**config.mk**
```make
export PLATFORM = sky130hd
export DESIGN_NAME = sms_cell
export DESIGN_NICKNAME = d
export VERILOG_FILES = /design/src/rtl/sms_pkg.sv /design/src/rtl/sms_cell.sv
export SDC_FILE = /design/constraint.sdc
export NUM_CORES = 1
export LEC_CHECK = 0
export ABC_AREA = 0
export BUFFER_PORTS_ARGS = -buffer_cell sky130_fd_sc_hd__buf_2
export CAP_MARGIN = 30
export CORE_ASPECT_RATIO = 0.75
export CORE_MARGIN = 2
export CORE_UTILIZATION = 46
export DETAILED_ROUTE_END_ITERATION = 10
export GPL_ROUTABILITY_DRIVEN = 0
export GPL_TIMING_DRIVEN = 1
export PLACE_DENSITY = 0.95
export SYNTH_ARGS = -nofsm -noshare
export SYNTH_HDL_FRONTEND = slang
export SYNTH_SLANG_ARGS = --single-unit
```
**constraint.sdc**
```tcl
create_clock -name clk -period 4.5 [get_ports clk]
set_input_delay 0.9 -clock clk [delete_from_list [all_inputs] [get_ports clk]]
set_output_delay 0.9 -clock clk [all_outputs]
set_load 0.01 [all_outputs]
```
**src/rtl/sms_pkg.sv**
```systemverilog
// shared types and constants for the data stack alu
package sms_pkg;

    localparam int STACK_DEPTH = 64;
    localparam int DEPTH_W     = $clog2(STACK_DEPTH + 1);
    localparam int IDX_W       = $clog2(STACK_DEPTH);
    localparam int CELL_W      = 64;

    typedef enum logic [4:0] {
        FN_PUSH   = 5'd0,
        FN_ADD    = 5'd1,
        FN_SUB    = 5'd2,
        FN_MUL    = 5'd3,
        FN_DIV    = 5'd4,
        FN_MOD    = 5'd5,
        FN_DUP    = 5'd6,
        FN_DROP   = 5'd7,
        FN_SWAP   = 5'd8,
        FN_OVER   = 5'd9,
        FN_ROT    = 5'd10,
        FN_PRINT  = 5'd11,
        FN_DUMP   = 5'd12,
        FN_EMIT   = 5'd13,
        FN_DEPTH  = 5'd14,
        FN_EQ     = 5'd15,
        FN_LT     = 5'd16,
        FN_GT     = 5'd17,
        FN_ZEQ    = 5'd18,
        FN_AND    = 5'd19,
        FN_OR     = 5'd20,
        FN_XOR    = 5'd21,
        FN_INVERT = 5'd22
    } func_t;

    typedef enum logic [1:0] {
        ST_OK    = 2'd0,
        ST_UNDER = 2'd1,
        ST_OVER  = 2'd2,
        ST_DIVZ  = 2'd3
    } status_t;

    typedef enum logic [1:0] {
        PK_NONE  = 2'd0,
        PK_NUM   = 2'd1,
        PK_CHAR  = 2'd2,
        PK_DUMP  = 2'd3
    } kind_t;

    typedef enum logic [1:0] {
        CELL_HOLD = 2'd0,
        CELL_UP   = 2'd1,
        CELL_DOWN = 2'd2
    } cell_op_t;

    typedef enum logic [2:0] {
        CMD_NONE,
        CMD_PUSH,
        CMD_POP,
        CMD_SET_TOP,
        CMD_SWAP,
        CMD_ROT,
        CMD_ROTDN
    } stack_cmd_t;

    typedef enum logic [1:0] {
        AOP_MUL,
        AOP_DIV,
        AOP_MOD
    } alu_op_t;

    typedef struct packed {
        logic    start;
        alu_op_t op;
    } alu_req_t;

    typedef enum logic [1:0] {
        AS_IDLE,
        AS_RUN,
        AS_FIX,
        AS_DONE
    } alu_state_t;

    typedef enum logic [2:0] {
        S_IDLE,
        S_BIN,
        S_WAIT,
        S_RESP,
        S_DUMP
    } state_t;

endpackage

```
**src/rtl/sms_cell.sv**
```systemverilog
// one stack entry: holds, takes its upper neighbor or its lower neighbor
module sms_cell (
    input  logic                     clk,
    input  sms_pkg::cell_op_t        op,
    input  logic [sms_pkg::CELL_W-1:0] up_in,
    input  logic [sms_pkg::CELL_W-1:0] down_in,
    output logic [sms_pkg::CELL_W-1:0] val
);

    logic [sms_pkg::CELL_W-1:0] val_reg;
    logic [sms_pkg::CELL_W-1:0] val_next;

    always_comb
    begin
        case (op)
            sms_pkg::CELL_UP:   val_next = up_in;
            sms_pkg::CELL_DOWN: val_next = down_in;
            default:            val_next = val_reg;
        endcase
    end

    always_ff @(posedge clk)
    begin
        val_reg <= val_next;
    end

    assign val = val_reg;

endmodule

```
==> results.sh <==
export IMPL_status="finished clean"
export IMPL_synth_compound_area_share_pct=0
export IMPL_cp_end_kind="register"
export IMPL_drc=0
export IMPL_grt_usage_pct=19.4
export IMPL_synthTopCellsByArea="edfxtp_1, mux2_4, buf_12"
export IMPL_root_buffer="clkbuf_8"
export IMPL_dr_total_vias=2036
export IMPL_maxCapViolations=0
export IMPL_fin_nets=471
export IMPL_die_y_microns=74.2
export IMPL_clock_fmax_mhz=402
export IMPL_yosysTopAreaCell="edfxtp_1"
export IMPL_synth_mux_area_share_pct=31.3
export IMPL_largest_reg_flops=64
export IMPL_grt_pass1_wl_microns=10400
export IMPL_cts_resized=0
export IMPL_setup_tns_ps=0
export IMPL_dp_cells=409
export IMPL_die_w_microns=97.5
export IMPL_ys_seq_area_share_pct=63.7
export IMPL_areaGrowthSynthToFinish_pct=39.2
export IMPL_synth_top_cells_by_count="edfxtp_1, mux2_4, buf_12, mux2_2, inv_1"
export IMPL_clk_pin_slew_ps=70
export IMPL_critPathSlowestCell="ha_4"
export IMPL_worstSetupStartpointType="primary input"
export IMPL_required_ps=4570
export IMPL_wl_per_cell_microns=16.9
export IMPL_first_pass_iters=4
export IMPL_drive_above_1_share_pct=81.0
export IMPL_cts_max_path_buffers=2
export IMPL_row_count=25
export IMPL_yosysTopAreaCellShare_pct=63.7
export IMPL_coreArea_sq_um=6320
export IMPL_crit_family="adder cells"
export IMPL_syn_inst=138
export IMPL_drtIter0Drc=59
export IMPL_peakVddDrop_v=0.000245
export IMPL_hold_viol=0
export IMPL_synth_top_family_by_area="multiplexers"
export IMPL_cp_num_cells=5
export IMPL_worstPathArrival_ps=2560
export IMPL_hold_class="primary input to register"
export IMPL_period_minus_slack_ps=2490
export IMPL_crit_type="primary input to register"
export IMPL_cts_tree="built"
export IMPL_synth_nets=270
export IMPL_postCtsSetupBuffers=0
export IMPL_grt_pass1_vias=2087
export IMPL_fp_dieArea_sq_um=7230
export IMPL_netlist_area_sq_um=3020
export IMPL_synth_adder_area_share_pct=0.414
export IMPL_crit_buf_inv=3
export IMPL_drv_slew=0
export IMPL_setup_violations=0
export IMPL_holdPathStages=2
export IMPL_final_cells=424
export IMPL_min_delay_start="up_in[33]"
export IMPL_worst_pin_slew_ps=996
export IMPL_ant_nets=0
export IMPL_slew_headroom_pct=33.6
export IMPL_avgSynthCellArea_sq_um=21.9
export IMPL_cts_buffers=9
export IMPL_synthArstFlopShare_pct=0
export IMPL_p_leak_nw=2.00
export IMPL_synth_ff_type="edfxtp_1"
export IMPL_cp_startpoint="op[0]"
export IMPL_initial_core_util_pct=47.8
export IMPL_synthXorXnorAreaFrac_pct=0
export IMPL_ys_ff_latch=64
export IMPL_synth_cell_types=7
export IMPL_io_buffers=194
export IMPL_synth_edff_count=64
export IMPL_yosysWarnings=0
export IMPL_path_max_fanout=54
export IMPL_drt_wl_total_microns=7160
export IMPL_cp_cell_sequence="buf_2 > inv_1 > ha_4 > buf_4 > mux2_4"
export IMPL_antenna_found_initial=0
export IMPL_viasPerCell=4.80
export IMPL_yosysMostFrequentCell="edfxtp_1"
export IMPL_diodes=0
export IMPL_cts_hold_buf=0
export IMPL_overflow=0
export IMPL_crit_path_max_incr_delay_ps=820
export IMPL_cellPowerDensity_nw_per_um2=383
export IMPL_htree_levels=3
export IMPL_fin_crit_sh_pct=55.3
export IMPL_grt_max_degree=55
export IMPL_yosys_area_share_simple_pct=0
export IMPL_fillers=458
export IMPL_clock_sinks=64
export IMPL_io_pin_count=195
export IMPL_rsz0062_at_grt="no"
final timing paths:
check                 endpoint  slack (ps)
worst max-delay path    val[6]        2010
worst min-delay path   val[33]         870
cells in the final DEF (no fill, tap or decap), drive strengths merged:
| cell type | instances |
|---|---|
| buf | 197 |
| bufinv | 2 |
| clkbuf | 9 |
| clkinv | 3 |
| edfxtp | 64 |
| ha | 1 |
| inv | 3 |
| mux2 | 64 |
cells by family after synthesis:
kind of cell,count (synthesis)
mux,64
fa+ha+maj,1
buf+inv,9
flops,64
metrics by stage:
| stage | util [%] | hold slack, ps | total power [mW] | area [sq um] | setup WS [ps] |
|---|---|---|---|---|---|
| floorplan | - | 1120 | 0.957 | 3020 | 1630 |
| global placement | 63.2 | 1200 | 1.10 | 4000 | 1750 |
| detailed placement | 63.2 | 1200 | 1.11 | 4000 | 1660 |
| CTS | 66.5 | 853 | 1.62 | 4200 | 2020 |
| global route | 66.5 | 853 | 1.67 | 4200 | 1950 |
| finish | 66.5 | 871 | 1.61 | 4200 | 2010 |
area by class of cell:
type / instances / area [sq um] / area share, %
repair buffers: 197 / 993 / 23.6
clock buffers: 9 / 124 / 2.95
multi-input cells: 65 / 971 / 23.1
inverters: 2 / 7.51 / 0.179
well taps: 81 / 101 / 2.41
flip-flops and latches: 64 / 1920 / 45.7
clock inverters: 6 / 83.8 / 1.99
per-layer routing:
metal,track usage [%],vias up,part of all wire [%]
met3,7.89,18,8.9
li1,-,940,-
met4,8.49,0,3.3
met5,0,-,0
met2,35.2,117,52
met1,20.4,961,35
power by group:
group	total [mW]	internal (mW)	switching, mW
sequential	0.783	0.760	0.0235
combinational	0.316	0.164	0.152
clock	0.511	0.307	0.203
Power figures use the tool's default switching activity.
